--- src/wros_pkg.sv ---
package wros_pkg;

  localparam int MAX_NODES   = 64;
  localparam int NUM_CLASSES = 5;
  localparam int POS_W       = $clog2(MAX_NODES + 1);
  localparam int INDEX_W     = 6;
  localparam int CHI2_W      = 24;
  localparam int LIMIT_W     = 25;
  localparam int COUNT_W     = 7;
  localparam int KIND_W      = 4;
  localparam int CLS_W       = $clog2(NUM_CLASSES + 1);
  localparam int SCAN_W      = $clog2(NUM_CLASSES);
  localparam int CFG_IDX_W   = 3;
  localparam int Q_DEPTH     = 2;
  localparam int Q_PTR_W     = $clog2(Q_DEPTH);
  localparam int Q_CNT_W     = $clog2(Q_DEPTH + 1);

  // configuration register indexes
  localparam logic [CFG_IDX_W-1:0] REG_CHI2_LIMIT    = 3'd0;
  localparam int                   REG_MIN_HITS_BASE = 1;

  typedef logic [CLS_W-1:0]   class_t;
  typedef logic [CHI2_W-1:0]  chi2_t;
  typedef logic [INDEX_W-1:0] index_t;
  typedef logic [COUNT_W-1:0] count_t;
  typedef logic [POS_W-1:0]   pos_t;
  typedef count_t [NUM_CLASSES-1:0] min_hits_t;

  localparam class_t CLS_NONE = class_t'(NUM_CLASSES);
  localparam count_t COUNT_MAX = {COUNT_W{1'b1}};

  // measurement kind -> hit class
  localparam class_t KIND_CLASS [2**KIND_W] = '{
    CLS_NONE, class_t'(0), class_t'(1), class_t'(0), class_t'(1), class_t'(2),
    class_t'(3), class_t'(3), class_t'(4), class_t'(2), class_t'(3),
    CLS_NONE, CLS_NONE, CLS_NONE, CLS_NONE, CLS_NONE
  };

  // classified node as handed from front to back
  typedef struct packed {
    logic   counted;  // hit on track, known class, within MAX_NODES
    logic   meas;
    class_t cls;
    chi2_t  chi2;
    index_t pos;
    logic   last;
  } node_t;

  typedef struct packed {
    logic   removal;
    logic   marked;
    index_t index;
  } result_t;

endpackage

--- src/wros_front.sv ---
module wros_front (
  input  logic                          clk,
  input  logic                          rst_n,
  input  logic                          in_push,
  output logic                          in_full,
  input  logic                          in_is_hit_on_track,
  input  logic                          in_has_measurement,
  input  logic [wros_pkg::KIND_W-1:0]   in_measurement_kind,
  input  logic [wros_pkg::CHI2_W-1:0]   in_node_chi2,
  input  logic                          in_last_node,
  input  logic                          q_full,
  output logic                          q_push,
  output wros_pkg::node_t               q_node
);
  import wros_pkg::*;

  pos_t   pos_r;
  class_t cls;
  logic   in_range;

  assign in_full  = q_full;
  assign q_push   = in_push && !q_full;
  assign cls      = KIND_CLASS[in_measurement_kind];
  assign in_range = (pos_r < pos_t'(MAX_NODES));

  always_comb begin
    q_node.counted = in_is_hit_on_track && (cls != CLS_NONE) && in_range;
    q_node.meas    = in_has_measurement;
    q_node.cls     = cls;
    q_node.chi2    = in_node_chi2;
    q_node.pos     = index_t'(pos_r);
    q_node.last    = in_last_node;
  end

  // node position, saturating at MAX_NODES, restarted after the last node
  always_ff @(posedge clk) begin
    if (!rst_n) begin
      pos_r <= '0;
    end else if (q_push) begin
      if (in_last_node) begin
        pos_r <= '0;
      end else if (in_range) begin
        pos_r <= pos_r + pos_t'(1);
      end
    end
  end

endmodule

--- src/wros_node_q.sv ---
module wros_node_q (
  input  logic            clk,
  input  logic            rst_n,
  input  logic            push,
  input  wros_pkg::node_t push_node,
  output logic            full,
  input  logic            pop,
  output wros_pkg::node_t pop_node,
  output logic            empty
);
  import wros_pkg::*;

  node_t                mem [Q_DEPTH];
  logic [Q_PTR_W-1:0]   wr_ptr_r;
  logic [Q_PTR_W-1:0]   rd_ptr_r;
  logic [Q_CNT_W-1:0]   cnt_r;
  logic                 do_push;
  logic                 do_pop;

  assign full     = (cnt_r == Q_CNT_W'(Q_DEPTH));
  assign empty    = (cnt_r == '0);
  assign do_push  = push && !full;
  assign do_pop   = pop && !empty;
  assign pop_node = mem[rd_ptr_r];

  always_ff @(posedge clk) begin
    if (do_push) begin
      mem[wr_ptr_r] <= push_node;
    end
  end

  always_ff @(posedge clk) begin
    if (!rst_n) begin
      wr_ptr_r <= '0;
      rd_ptr_r <= '0;
      cnt_r    <= '0;
    end else begin
      if (do_push) begin
        wr_ptr_r <= (wr_ptr_r == Q_PTR_W'(Q_DEPTH - 1)) ? '0 : wr_ptr_r + Q_PTR_W'(1);
      end
      if (do_pop) begin
        rd_ptr_r <= (rd_ptr_r == Q_PTR_W'(Q_DEPTH - 1)) ? '0 : rd_ptr_r + Q_PTR_W'(1);
      end
      if (do_push && !do_pop) begin
        cnt_r <= cnt_r + Q_CNT_W'(1);
      end else if (do_pop && !do_push) begin
        cnt_r <= cnt_r - Q_CNT_W'(1);
      end
    end
  end

endmodule

--- src/wros_back.sv ---
module wros_back (
  input  logic                               clk,
  input  logic                               rst_n,
  input  logic                               q_empty,
  input  wros_pkg::node_t                    q_node,
  output logic                               q_pop,
  input  logic signed [wros_pkg::LIMIT_W-1:0] chi2_limit,
  input  wros_pkg::min_hits_t                min_hits,
  output logic                               out_valid,
  input  logic                               out_pop,
  output wros_pkg::result_t                  out_result
);
  import wros_pkg::*;

  typedef enum logic [1:0] {
    ST_RUN,
    ST_SCAN,
    ST_EMIT
  } state_t;

  state_t              state_r;
  count_t              cnt_r       [NUM_CLASSES];
  chi2_t               best_chi2_r [NUM_CLASSES];
  index_t              best_idx_r  [NUM_CLASSES];
  logic                valid_r     [NUM_CLASSES];
  logic [SCAN_W-1:0]   scan_r;
  logic                found_r;
  chi2_t               pick_chi2_r;
  index_t              pick_idx_r;
  logic                out_valid_r;
  result_t             out_result_r;

  logic                limit_neg;
  logic                above_limit;
  logic                eligible;
  logic                better;

  assign limit_neg   = chi2_limit[LIMIT_W-1];
  assign above_limit = (q_node.chi2 > chi2_limit[CHI2_W-1:0]);
  assign q_pop       = (state_r == ST_RUN) && !q_empty;
  assign out_valid   = out_valid_r;
  assign out_result  = out_result_r;

  // one class per scan step
  assign eligible = valid_r[scan_r] && (cnt_r[scan_r] > min_hits[scan_r]);
  assign better   = !found_r || (best_chi2_r[scan_r] > pick_chi2_r) ||
                    ((best_chi2_r[scan_r] == pick_chi2_r) && (best_idx_r[scan_r] < pick_idx_r));

  always_ff @(posedge clk) begin
    if (!rst_n) begin
      state_r     <= ST_RUN;
      out_valid_r <= 1'b0;
      scan_r      <= '0;
      found_r     <= 1'b0;
      for (int c = 0; c < NUM_CLASSES; c++) begin
        cnt_r[c]       <= '0;
        best_chi2_r[c] <= '0;
        best_idx_r[c]  <= '0;
        valid_r[c]     <= 1'b0;
      end
    end else begin
      if (out_pop && out_valid_r) begin
        out_valid_r <= 1'b0;
      end
      case (state_r)
        ST_RUN: begin
          if (!q_empty) begin
            for (int c = 0; c < NUM_CLASSES; c++) begin
              if (q_node.counted && (q_node.cls == class_t'(c))) begin
                if (cnt_r[c] != COUNT_MAX) begin
                  cnt_r[c] <= cnt_r[c] + count_t'(1);
                end
                if (q_node.meas && !limit_neg && above_limit &&
                    (!valid_r[c] || (q_node.chi2 > best_chi2_r[c]))) begin
                  valid_r[c]     <= 1'b1;
                  best_chi2_r[c] <= q_node.chi2;
                  best_idx_r[c]  <= q_node.pos;
                end
              end
            end
            if (q_node.last) begin
              state_r <= ST_SCAN;
              scan_r  <= '0;
              found_r <= 1'b0;
            end
          end
        end
        ST_SCAN: begin
          if (eligible && better) begin
            found_r     <= 1'b1;
            pick_chi2_r <= best_chi2_r[scan_r];
            pick_idx_r  <= best_idx_r[scan_r];
          end
          if (scan_r == SCAN_W'(NUM_CLASSES - 1)) begin
            state_r <= ST_EMIT;
          end else begin
            scan_r <= scan_r + SCAN_W'(1);
          end
        end
        ST_EMIT: begin
          if (!out_valid_r || out_pop) begin
            out_valid_r          <= 1'b1;
            out_result_r.removal <= limit_neg || found_r;
            out_result_r.marked  <= !limit_neg && found_r;
            out_result_r.index   <= (!limit_neg && found_r) ? pick_idx_r : '0;
            for (int c = 0; c < NUM_CLASSES; c++) begin
              cnt_r[c]       <= '0;
              best_chi2_r[c] <= '0;
              valid_r[c]     <= 1'b0;
            end
            state_r <= ST_RUN;
          end
        end
        default: begin
          state_r <= ST_RUN;
        end
      endcase
    end
  end

endmodule

--- src/worst_residual_outlier_select.sv ---
// Worst-residual outlier select.
// Input channel (in_*): one track node per word, pushed while in_full is low.
//   The final node of a track carries in_last_node.
// Result channel (out_*): one word per track, valid while out_empty is low,
//   taken with out_pop. It names the node to turn into an outlier, if any.
// Config channel (cfg_*): register writes, cfg_ready is always high.
//   Index 0 is the signed Q16.8 chi-square limit, 1..5 the per-class minimum
//   hit counts. Indexes past 5 are dropped. Write only while idle.
// Throughput: one node per cycle, set by the back end's per-class update,
//   while the back end runs. After a track's last node the back end scans
//   the 5 classes (one class a cycle) and then loads the result before the
//   next track's nodes update; meanwhile the 2-deep node queue keeps taking
//   words.
// Reset: synchronous, rst_n low. Queues empty, counts cleared, registers at
//   their reset values (limit 9.0, minimums 2,2,2,4,4).
// Stall: a result not popped holds the back end in its load step; the node
//   queue then fills and in_full rises.
module worst_residual_outlier_select (
  input  logic                                  clk,
  input  logic                                  rst_n,
  input  logic                                  in_push,
  output logic                                  in_full,
  input  logic                                  in_is_hit_on_track,
  input  logic                                  in_has_measurement,
  input  logic [wros_pkg::KIND_W-1:0]           in_measurement_kind,
  input  logic [wros_pkg::CHI2_W-1:0]           in_node_chi2,
  input  logic                                  in_last_node,
  output logic                                  out_empty,
  input  logic                                  out_pop,
  output logic                                  out_removal_reported,
  output logic                                  out_node_marked,
  output logic [wros_pkg::INDEX_W-1:0]          out_node_index,
  input  logic                                  cfg_valid,
  output logic                                  cfg_ready,
  input  logic [wros_pkg::CFG_IDX_W-1:0]        cfg_index,
  input  logic signed [wros_pkg::LIMIT_W-1:0]   cfg_data
);
  import wros_pkg::*;

  logic signed [LIMIT_W-1:0] chi2_limit_r;
  min_hits_t                 min_hits_r;

  logic    q_full;
  logic    q_push;
  node_t   q_in_node;
  logic    q_empty;
  logic    q_pop;
  node_t   q_out_node;
  logic    res_valid;
  result_t res;

  assign cfg_ready = 1'b1;

  // config register file
  always_ff @(posedge clk) begin
    if (!rst_n) begin
      chi2_limit_r  <= LIMIT_W'(2304);
      min_hits_r[0] <= count_t'(2);
      min_hits_r[1] <= count_t'(2);
      min_hits_r[2] <= count_t'(2);
      min_hits_r[3] <= count_t'(4);
      min_hits_r[4] <= count_t'(4);
    end else if (cfg_valid) begin
      if (cfg_index == REG_CHI2_LIMIT) begin
        chi2_limit_r <= cfg_data;
      end
      for (int c = 0; c < NUM_CLASSES; c++) begin
        if (cfg_index == CFG_IDX_W'(REG_MIN_HITS_BASE + c)) begin
          min_hits_r[c] <= cfg_data[COUNT_W-1:0];
        end
      end
    end
  end

  wros_front u_front (
    .clk                 (clk),
    .rst_n               (rst_n),
    .in_push             (in_push),
    .in_full             (in_full),
    .in_is_hit_on_track  (in_is_hit_on_track),
    .in_has_measurement  (in_has_measurement),
    .in_measurement_kind (in_measurement_kind),
    .in_node_chi2        (in_node_chi2),
    .in_last_node        (in_last_node),
    .q_full              (q_full),
    .q_push              (q_push),
    .q_node              (q_in_node)
  );

  wros_node_q u_node_q (
    .clk       (clk),
    .rst_n     (rst_n),
    .push      (q_push),
    .push_node (q_in_node),
    .full      (q_full),
    .pop       (q_pop),
    .pop_node  (q_out_node),
    .empty     (q_empty)
  );

  wros_back u_back (
    .clk        (clk),
    .rst_n      (rst_n),
    .q_empty    (q_empty),
    .q_node     (q_out_node),
    .q_pop      (q_pop),
    .chi2_limit (chi2_limit_r),
    .min_hits   (min_hits_r),
    .out_valid  (res_valid),
    .out_pop    (out_pop),
    .out_result (res)
  );

  assign out_empty            = !res_valid;
  assign out_removal_reported = res.removal;
  assign out_node_marked      = res.marked;
  assign out_node_index       = res.index;

endmodule

--- config.mk ---
export PLATFORM = sky130hd
export DESIGN_NAME = worst_residual_outlier_select
export DESIGN_NICKNAME = d
export VERILOG_FILES = /design/src/wros_pkg.sv /design/src/wros_front.sv /design/src/wros_node_q.sv /design/src/wros_back.sv /design/src/worst_residual_outlier_select.sv
export SDC_FILE = /design/constraint.sdc
export NUM_CORES = 1
export LEC_CHECK = 0
export BUFFER_PORTS_ARGS = -buffer_cell sky130_fd_sc_hd__buf_4
export CORE_AREA = 10 10 232 179
export CTS_CLUSTER_DIAMETER = 80
export DETAILED_ROUTE_END_ITERATION = 7
export DIE_AREA = 0 0 242 189
export MAX_ROUTING_LAYER = met4
export PLACE_DENSITY = 0.78
export REMOVE_ABC_BUFFERS = 1
export SLEW_MARGIN = 20
export SYNTH_ARGS = -nofsm -noshare
export SYNTH_HDL_FRONTEND = slang
export SYNTH_SLANG_ARGS = --single-unit
--- constraint.sdc ---
create_clock -name clk -period 10.5 [get_ports clk]
set_input_delay 1.575 -clock clk [delete_from_list [all_inputs] [get_ports clk]]
set_output_delay 1.575 -clock clk [all_outputs]
set_load 0.01 [all_outputs]
==> results of run 1 <==
[metal layers]
metal | vias up | global-route usage | wire length (um)
li1 | 6259 | - | -
met1 | 6690 | 0.325 | 23200
met2 | 662 | 0.315 | 21400
met3 | 80 | 0.0610 | 5710
met4 | 0 | 0.0497 | 973
met5 | - | - | 0
[area by class of cell]
cell class | count | area [um2]
fill | 2874 | 14300
tap | 504 | 631
timing repair buffer | 86 | 686
clock inverter | 23 | 249
multi-input combinational | 1053 | 8540
clock buffer | 47 | 1010
sequential | 382 | 10700
antenna | 1 | 2.50
inverter | 188 | 706
[cells by family after synthesis]
| family | count (synthesis) | synth area share |
|---|---|---|
| simple gates | 437 | 0.104 |
| buf+inv | 239 | 0.0469 |
| fa+ha+maj | 192 | 0.120 |
| flops | 382 | 0.530 |
| compound gates | 271 | 0.0942 |
| mux | 119 | 0.0907 |
| other cells | 1 | 0.000187 |
| xor+xnor | 33 | 0.0144 |
[worst min-delay path, stage by stage (launching register included)]
cell and delay, ns:
dfxtp_1 0.30, nand2_1 0.05, a21boi_0 0.06
[cells in the mapped netlist, types with 7 or more instances]
cell type  number
dfxtp_1        82
buf_2          12
o21ai_0        31
nand2_1       171
xor2_1         16
nand3_1        43
a21boi_2       20
ha_1          192
a21oi_1        74
inv_1         187
mux2_2         55
xnor2_1        17
nor2b_1        33
o21a_1          8
a21boi_0       55
a21o_1         22
nor2_1         77
mux4_2         45
a31oi_1         7
and3_1          8
edfxtp_1      300
nand2b_1       12
mux2i_1        19
nor3_1         16
clkbuf_1       29
o211ai_1        8
nand4_1        42
[power by group]
group	internal, W	switching (W)
clock	0.000809	0.000578
sequential	0.00177	0.0000724
combinational	0.000457	0.000660
[worst max path at each step]
stage / startpoint / end
floorplan: register / u_back.pick_chi2_r[0]$_DFFE_PP_
global placement: rst_n / u_back.best_chi2_r[1][1]$_DFFE_PP_
detailed placement: rst_n / u_back.best_chi2_r[1][1]$_DFFE_PP_
CTS: register / u_back.best_chi2_r[0][23]$_DFFE_PP_
global route: register / u_back.best_chi2_r[0][23]$_DFFE_PP_
finish: register / u_back.best_chi2_r[0][23]$_DFFE_PP_
[state kept, by name (all words and copies together), names as in the netlist, 5 cells and up, named ones only]
register            flops
u_back.best_chi2_r    120
u_back.cnt_r           35
u_back.out_result       8
min_hits_r             35
chi2_limit_r           25
u_back.pick_chi2_r     24
u_node_q.mem           72
u_back.pick_idx_r       6
u_front.pos_r           7
u_back.best_idx_r      30
u_back.valid_r          5
[cells in the final DEF, fill, tap and decap left out, drive strengths merged, types with 5 or more instances in the layout]
cell / count
bufinv: 5
and3: 8
o21ai: 33
a21o: 22
o21a: 8
nor3: 16
xor2: 16
nor4: 6
and2: 6
xnor2: 17
nand3: 44
a211oi: 6
clkinv: 14
nand4: 43
mux4: 45
buf: 86
a31oi: 7
a21boi: 77
ha: 192
a21oi: 74
nor2: 77
o211ai: 8
nand2b: 12
edfxtp: 300
nand2: 171
mux2i: 19
o2111ai: 6
clkbuf: 47
dfxtp: 82
nor2b: 33
inv: 191
mux2: 55
[stage by stage]
step	hold slack (ns)	instance area, um2
2_1_floorplan	0.433	19900
3_3_place_gp	0.447	21200
3_5_place_dp	0.457	21200
4_1_cts	0.465	22400
5_1_grt	0.492	22500
6_report	0.464	22500
==> metrics.md, run 1 <==
| Metric | Value |
|---|---|
| CP Data Arrival Time | `4.98 ns` |
| Pre-antenna DRT Iters | `5` |
| Crit. path cell count | `10` |
| Yosys cell types | `slightly below 70` |
| Area leader, netlist | `edfxtp_1` |
| CTS tree | `done` |
| P per Cell Area | `193 mW/mm2` |
| Max_cap viols | `0` |
| Post-CTS Hold Buffers | `0` |
| Post-route DRC | `0` |
| CP Capture Type | `register` |
| CP max stage cell | `o311a_2` |
| Setup slack, reg-to-reg | `5.71 ns` |
| CP Class | `reg2reg` |
| Initial core utilization | `0.546` |
| Mapped Cells | `approximately 1.7k` |
| Final hold vios | `0` |
| Crit-path max FO | `45` |
| Post-synthesis sequential area ratio | `0.530` |
| GRT overflow | `0` |
| Worst-case clock buffer depth | `3` |
| Syn avg cell area | `~12 um2` |
| CP max stage delay | `0.97 ns` |
| Setup slack after placement | `5.78 ns` |
| Layout area overhead | `11.8%` |
| Clk slew on worst S/H paths | `about 0.060 ns` |
| Via count | `between 10k and 15k` |
| Final min period | `4.79 ns` |
| Status | `finished clean` |
| FP Rows | `a little over 60` |
| Yosys top cell area share | `0.448` |
| Period utilization | `0.457` |
| Max Clock Skew | `0.0148 ns` |
| Max Freq | `around 210 MHz` |
| Final setup fails | `0` |
| Startpoint Class | `register` |
| Synth top area cells | `edfxtp_1 45%, ha_1 12%, dfxtp_1 8.2%` |
| Number of synthesized register bits | `382` |
| Final GP Congestion | `0.984` |
| Worst Path Buf+Inv | `1` |
| WL final | `51.3 mm` |
| YS warnings | `0` |
| CP required | `10.69 ns` |
| Layout Utilization | `0.611` |
| PnR Total Power | `0.00434 W` |
| Die Width | `242 um` |
| Number of CTS-inserted buffers | `39` |
| Post-synth top flop | `edfxtp_1` |
| Hold path start | `chi2_limit_r[19]$_SDFFE_PN0P_` |
| Worst-margin pin slew | `between 1 and 1.5 ns` |
| Slew Viols, Final | `0` |
| R2R depth | `10` |
| Cells along the critical path | `buf_4 > mux2_2 > ha_1 > nand4_1 > or4_4 > nor4_2 > o21ai_0 > o2111ai_2 > o311a_2 > a21boi_0` |
| Antenna Nets Post-Route | `0` |
| EDFF count, synth | `300` |
| DR iter-0 viols | `1531` |
| Layout cells sized above 1 | `0.162` |
| Crit path max-delay family | `compound AO/OA/AOI/OAI gates` |
| Placed cells | `2211` |
| CORE AREA | `0.0368 mm2` |
| Worst Hold Class | `reg2reg` |
| # IOs | `75` |
| Clock Latency Late Sink | `0.54 ns` |
| Port buffer count | `73` |
| Worst hold path depth | `2` |
| RR Endpoint | `u_back.best_chi2_r[0][23]$_DFFE_PP_` |
| CTS resizes | `0` |
| H-tree Lvls | `2` |
| Pin count of the biggest net entering global routing | `84` |
| RSZ-0062 raised after global routing | `false` |
| Net count, final | `2006` |
| Slew margin rel. | `0.269` |
| TNS Setup | `0 ns` |
| Initial antenna violation count | `1` |
| Cell area after synthesis | `0.0201 mm2` |
| HPWL after detailed placement | `38.0 mm` |
| First-pass GRT wire length | `79.0 mm` |
| Die area | `roughly 0.046 mm2` |
| Post-CTS setup buffer count | `0` |
| Routed vias/inst | `5.99` |
| Post-route insts no fill | `2284` |
| Die Y | `189 um` |
| Total GRT Usage | `0.227` |
| Clock root cell | `clkbuf_16` |
| Peak VDD IR | `roughly 0.00016 V` |
| Clk sinks | `382` |
| Leakage | `8.70 nW` |
| Synth async-reset ratio | `0` |
| Final WS setup | `between 5 and 6 ns` |
| Hold Path Sink | `chi2_limit_r[19]$_SDFFE_PN0P_` |
| Routed len/inst | `22.5 um` |
| Vias in the first global route | `13.5k` |
No activity file was read; power rests on OpenSTA's default activity.
==> run 2, diff against run 1 <==
- PLACE_DENSITY: 0.78 -> 0.8
- clock period: 10.5 -> 4 ns (I/O delays scaled with it)
==> metrics.md, run 2 (same netlist as run 1, synthesis figures left out) <==
| Metric | Value |
|---|---|
| Status | `finished clean` |
| Slew margin rel. | `0.359 (+0.0897)` |
| Crit-path max FO | `22 (-51%)` |
| HPWL after detailed placement | `38.7 mm (+1.8%)` |
| Final min period | `3.88 ns (-0.910 ns)` |
| PnR Total Power | `0.0118 W (+170%)` |
| Top sig layer | `met4` |
| CP Class | `reg2reg` |
| Fill count | `2846 (-0.97%)` |
| Worst Hold Class | `in2reg` |
| Final hold vios | `0 (unchanged)` |
| Die Width | `242 um (unchanged)` |
| Die Y | `189 um (unchanged)` |
| Met2 routed WL | `21.7 mm (+1.7%)` |
| Largest reg by FF count | `u_back.best_chi2_r` |
| CP Capture Type | `register` |
| H-tree Lvls | `2 (unchanged)` |
| Pre-antenna DRT Iters | `5 (unchanged)` |
| Layout Utilization | `0.625 (+0.0143)` |
| Final Instance Area | `0.0230 mm2 (+2.3%)` |
| CP max stage delay | `0.59 ns (-0.38 ns)` |
| Setup slack after placement | `-0.0775 ns (-5.86 ns)` |
| Final WS setup | `0.117 ns (-5.59 ns)` |
| Routed vias/inst | `5.93 (-1.0%)` |
| Clock Latency Late Sink | `0.54 ns (about the same)` |
| Clk sinks | `382 (unchanged)` |
| RSZ-0062 raised after global routing | `false` |
| Initial antenna violation count | `0 (-1)` |
| Vias in the first global route | `13.7k (+1.5%)` |
| CP max stage cell | `dfxtp_4` |
| WL met3 | `5.64 mm (-1.1%)` |
| Port buffer count | `73 (unchanged)` |
| CTS tree | `done` |
| Routed len/inst | `22.4 um (-0.36%)` |
| Period utilization | `0.971 (+0.514)` |
| Worst-case clock buffer depth | `3 (unchanged)` |
| Post-CTS Hold Buffers | `0 (unchanged)` |
| Layout area overhead | `14.5%` |
| Crit path max-delay family | `compound AO/OA/AOI/OAI gates` |
| Worst Path Buf+Inv | `2 (+1)` |
| Peak VDD IR | `0.000406 V (+160%)` |
| Max Freq | `258 MHz (+23%)` |
| Final setup fails | `0 (unchanged)` |
| Pin count of the biggest net entering global routing | `71 (-15%)` |
| DR iter-0 viols | `1637 (+6.9%)` |
| Number of CTS-inserted buffers | `40 (+2.6%)` |
| Top Registers | `u_back.best_chi2_r (120), u_node_q.mem (72)` |
| Initial core utilization | `0.546 (unchanged)` |
| Cells along the critical path | `mux2_2 > ha_1 > nand4_1 > nor4_1 > a2111oi_0 > buf_4 > o311a_2 > buf_4 > a21oi_1` |
| RR Endpoint | `u_back.best_idx_r[3][2]$_DFFE_PP_` |
| Startpoint Class | `register` |
| Max_cap viols | `0 (unchanged)` |
| # IOs | `75 (unchanged)` |
| Final GP Congestion | `0.974 (-0.95%)` |
| CORE AREA | `0.0368 mm2 (unchanged)` |
| Hold slack | `0.247 ns (-0.217 ns)` |
| Antenna Nets Post-Route | `0 (unchanged)` |
| Worst hold path depth | `1 (-1)` |
| Seq. cell area | `0.0107 mm2 (about the same)` |
| CP Data Arrival Time | `4.19 ns (-0.79 ns)` |
| GRT overflow | `0 (unchanged)` |
| Worst-margin pin slew | `0.959 ns (-0.137 ns)` |
| Most frequent cell on the critical path | `buf_4` |
| Ant. Diodes | `0 (-1)` |
| P per Cell Area | `511 mW/mm2 (+160%)` |
| Multi-input logic area | `0.00856 mm2 (+0.22%)` |
| Area post-placement | `0.0216 mm2 (+2.1%)` |
| R2R depth | `9 (-1)` |
| Hold path start | `in_node_chi2[7]` |
| Layout cells sized above 1 | `0.180 (+0.0180)` |
| Wire length on met1 | `23.7 mm (+2.1%)` |
| Setup slack, reg-to-reg | `0.12 ns (-5.59 ns)` |
| FP Rows | `61 (unchanged)` |
| Clock root cell | `clkbuf_16` |
| Commonest non-fill, non-tap cell in the layout | `edfxtp_1` |
| WL final | `52.0 mm (+1.3%)` |
| Die area | `0.0457 mm2 (unchanged)` |
| Hold Path Sink | `u_node_q.mem[0][14]$_DFFE_PP_` |
| Max Clock Skew | `0.0158 ns (+0.000957 ns)` |
| Net count, final | `2045 (+1.9%)` |
| Total GRT Usage | `0.231 (+0.00435)` |
| Leakage | `8.99 nW (+3.4%)` |
| Post-route DRC | `0 (unchanged)` |
| Commonest non-fill, non-tap cells in the layout | `300 x edfxtp_1, 192 x ha_1, 187 x inv_1` |
| First-pass GRT wire length | `80.2 mm (+1.6%)` |
| Largest register FFs | `120 (unchanged)` |
| Via count | `13.8k (+0.62%)` |
| CP required | `4.30 ns (-6.39 ns)` |
| Slew Viols, Final | `0 (unchanged)` |
| Clk slew on worst S/H paths | `0.06 ns (about the same)` |
-- run 2: layout make-up --
type / count / share of cell area
multi-input combinational: 1053 / 0.372
clock inverter: 16 / 0.00914
inverter: 188 / 0.0307
sequential: 382 / 0.463
clock buffer: 55 / 0.0487
timing repair buffer: 124 / 0.0486
tap: 504 / 0.0274
-- run 2: report_power, final --
group	switching [W]	leakage [nW]	internal, W
Combinational	0.00177	4.69	0.00131
Clock	0.00151	0.655	0.00228
Sequential	0.000236	3.65	0.00464
-- run 2: how the worst max path moves through the flow --
stage,from,to,slack (ns),cells after the start
2_1_floorplan,register,u_back.pick_chi2_r[0]$_DFFE_PP_,-2.26,10
3_3_place_gp,register,u_back.best_idx_r[0][1]$_DFFE_PP_,0.01,10
3_5_place_dp,register,u_back.best_idx_r[4][1]$_DFFE_PP_,-0.08,10
4_1_cts,register,u_back.best_idx_r[4][1]$_DFFE_PP_,0.09,10
5_1_grt,register,u_back.best_idx_r[1][2]$_DFFE_PP_,0.02,9
6_report,register,u_back.best_idx_r[3][2]$_DFFE_PP_,0.12,9
-- run 2: layer usage --
layer / vias up / global-route usage
met5: - / -
met4: 0 / 0.0502
met1: 6743 / 0.327
met2: 616 / 0.322
met3: 70 / 0.0685
li1: 6347 / -
-- run 2: per-stage QoR --
| stage | cells | setup TNS, ns |
|---|---|---|
| after floorplan | 1623 | -267.78 |
| after global placement | 2249 | 0 |
| after detailed placement | 2249 | -2.00 |
| after CTS | 2320 | 0 |
| after global routing | 2322 | 0 |
| final | 2322 | 0 |
-- run 2: repair_timing --
| item | CTS | global route |
|---|---|---|
| gates cloned | 0 | 0 |
| setup endpoints to repair | 70 | 79 |
| resized for setup | 1 | 4 |
| setup buffers | 0 | 0 |
| endpoints found under the hold margin | 0 | 0 |
==> run 3, diff against run 2 <==
- CELL_PAD_IN_SITES_DETAIL_PLACEMENT: not set -> 0
- CELL_PAD_IN_SITES_GLOBAL_PLACEMENT: not set -> 1
- CORE_AREA: 10 10 232 179 -> 10 10 253 194
- DIE_AREA: 0 0 242 189 -> 0 0 263 204
- PLACE_DENSITY: 0.8 -> 0.82
==> metrics.md, run 3 (same netlist as run 1, synthesis figures left out) <==
| Metric | Value |
|---|---|
| Slew Viols, Final | `0 (unchanged)` |
| CORE AREA | `0.0443 mm2 (+20%)` |
| Final min period | `3.81 ns (-0.0735 ns)` |
| Period utilization | `0.952 (-0.0184)` |
| Pre-antenna DRT Iters | `5 (unchanged)` |
| Setup slack after placement | `-0.157 ns (-0.0800 ns)` |
| Die area | `0.0537 mm2 (+17%)` |
| Vias in the first global route | `13.5k (-1.5%)` |
| WL final | `53.1 mm (+2.2%)` |
| CP required | `4.26 ns (-0.04 ns)` |
| H-tree Lvls | `2 (unchanged)` |
| Top Registers | `u_back.best_chi2_r (120), u_node_q.mem (72)` |
| CP Capture Type | `register` |
| Largest register FFs | `120 (unchanged)` |
| Via count | `13.6k (-1.3%)` |
| Max Clock Skew | `0.0174 ns (+0.00160 ns)` |
| Net count, final | `2046 (+0.049%)` |
| Clock root cell | `clkbuf_16` |
| Die Y | `204 um (+7.9%)` |
| DR iter-0 viols | `1207 (-26%)` |
| Commonest non-fill, non-tap cell in the layout | `edfxtp_1` |
| Final GP Congestion | `0.977 (+0.24%)` |
| Slew margin rel. | `0.319 (-0.0405)` |
| Worst-case clock buffer depth | `3 (unchanged)` |
| Layout area overhead | `15.4%` |
| CTS tree | `done` |
| Post-route DRC | `0 (unchanged)` |
| Peak VDD IR | `0.000401 V (-1.4%)` |
| HPWL after detailed placement | `39.6 mm (+2.3%)` |
| Total GRT Usage | `0.200 (-0.0307)` |
| Final hold vios | `0 (unchanged)` |
| Routed len/inst | `22.0 um (-1.6%)` |
| GRT overflow | `0 (unchanged)` |
| Leakage | `9.01 nW (+0.21%)` |
| CP Class | `reg2reg` |
| Clock Latency Late Sink | `0.57 ns (+0.03 ns)` |
| Hold Path Sink | `u_node_q.mem[1][34]$_DFFE_PP_` |
| Final setup fails | `0 (unchanged)` |
| RR Endpoint | `u_back.pick_chi2_r[10]$_DFFE_PP_` |
| Crit-path max FO | `28 (+27%)` |
| First-pass GRT wire length | `80.6 mm (+0.39%)` |
| Layout cells sized above 1 | `0.182 (+0.00225)` |
| Fill count | `3770 (+32%)` |
| Initial antenna violation count | `0 (unchanged)` |
| Final WS setup | `0.190 ns (+0.0735 ns)` |
| Commonest non-fill, non-tap cells in the layout | `300 x edfxtp_1, 192 x ha_1, 187 x inv_1` |
| # IOs | `75 (unchanged)` |
| Max Freq | `262 MHz (+1.9%)` |
| Die Width | `263 um (+8.7%)` |
| FP Rows | `67 (+9.8%)` |
| Number of CTS-inserted buffers | `41 (+2.5%)` |
| Hold path start | `in_has_measurement` |
| Hold slack | `0.209 ns (-0.0386 ns)` |
| Max_cap viols | `0 (unchanged)` |
| CP Data Arrival Time | `4.07 ns (-0.12 ns)` |
| Setup slack, reg-to-reg | `0.19 ns (+0.07 ns)` |
| P per Cell Area | `505 mW/mm2 (-1.1%)` |
| Status | `finished clean` |
| RSZ-0062 raised after global routing | `false` |
| Clk sinks | `382 (unchanged)` |
| Worst hold path depth | `1 (unchanged)` |
| Largest reg by FF count | `u_back.best_chi2_r` |
| Layout Utilization | `0.524 (-0.101)` |
| R2R depth | `10 (+1)` |
| Antenna Nets Post-Route | `0 (unchanged)` |
| Initial core utilization | `0.454 (-0.0922)` |
| Startpoint Class | `register` |
| Clk slew on worst S/H paths | `0.06 ns (about the same)` |
| Port buffer count | `73 (unchanged)` |
| Pin count of the biggest net entering global routing | `65 (-8.5%)` |
| Routed vias/inst | `5.64 (-4.9%)` |
| Worst Hold Class | `in2reg` |
| Worst-margin pin slew | `1.01 ns (+0.0553 ns)` |
[run 3: changes by cell type in the layout (fill, tap and decap cells not counted), sizes merged]
cell	before	now
clkbuf	55	54
clkinv	10	15
bufinv	5	4
diode	0	1
buf	124	123
inv	189	190
clkinvlp	0	2
[run 3: worst max-delay path by stage]
stage | startpoint | endpoint | cells past startpoint
after floorplan | register | u_back.pick_chi2_r[0]$_DFFE_PP_ | 10
after global placement | register | u_back.best_chi2_r[0][22]$_DFFE_PP_ | 9
after detailed placement | register | u_back.best_idx_r[4][2]$_DFFE_PP_ | 9
after CTS | register | u_back.best_idx_r[1][2]$_DFFE_PP_ | 9
after global routing | register | u_back.pick_chi2_r[20]$_DFFE_PP_ | 10
final | register | u_back.pick_chi2_r[10]$_DFFE_PP_ | 10
[run 3: area by class of cell]
| type | instances | area [um2] | area share |
|---|---|---|---|
| multi-input cells | 1053 | 8550 | 0.369 |
| clock buffers | 53 | 1110 | 0.0480 |
| flip-flops and latches | 382 | 10700 | 0.460 |
| inverters | 188 | 706 | 0.0304 |
| clock inverters | 23 | 250 | 0.0108 |
| diodes | 1 | 2.50 | 0.000108 |
| repair buffers | 124 | 1180 | 0.0507 |
| well taps | 586 | 733 | 0.0316 |
[run 3: layer usage]
layer,wire length [um],share of wire,up-vias,GRT usage
met5,0,0,-,-
met4,1120,0.021,0,0.0574
met3,4920,0.093,75,0.0573
met2,22300,0.42,480,0.280
met1,24800,0.47,6693,0.278
li1,-,-,6349,-
[run 3: critical path: stages, from the launching register on]
cell and delay, ns:
dfxtp_4 0.50, buf_12 0.25, mux4_2 0.53, mux2_2 0.30, ha_1 0.32, nand4_1 0.15, o2111ai_1 0.32, nor2_1 0.18
or3_1 0.42, nor3_2 0.23, buf_12 0.24
[run 3: report_power, final]
part | leakage, nW | internal (W) | total, W | switching, W
clock | 0.667 | 0.00224 | 0.00385 | 0.00161
combinational | 4.70 | 0.00129 | 0.00300 | 0.00170
sequential | 3.65 | 0.00464 | 0.00487 | 0.000226
[run 3: repair_timing]
item | CTS | global route
buffers inserted | 0 | 1
pin swaps | 0 | 0
endpoints found under the hold margin | 0 | 0
gates resized for setup | 1 | 4
setup endpoints to repair | 169 | 83
gates cloned | 0 | 1
hold buffers | 0 | 0
[run 3: metrics by stage]
step	instances	setup TNS, ns	total power [W]	cell area [um2]
floorplan	1623	-267.78	0.00681	19900
global placement	2329	0	0.00774	21700
detailed placement	2329	-7.75	0.00783	21700
CTS	2405	0	0.0117	23100
global route	2409	0	0.0123	23200
finish	2410	0	0.0117	23200
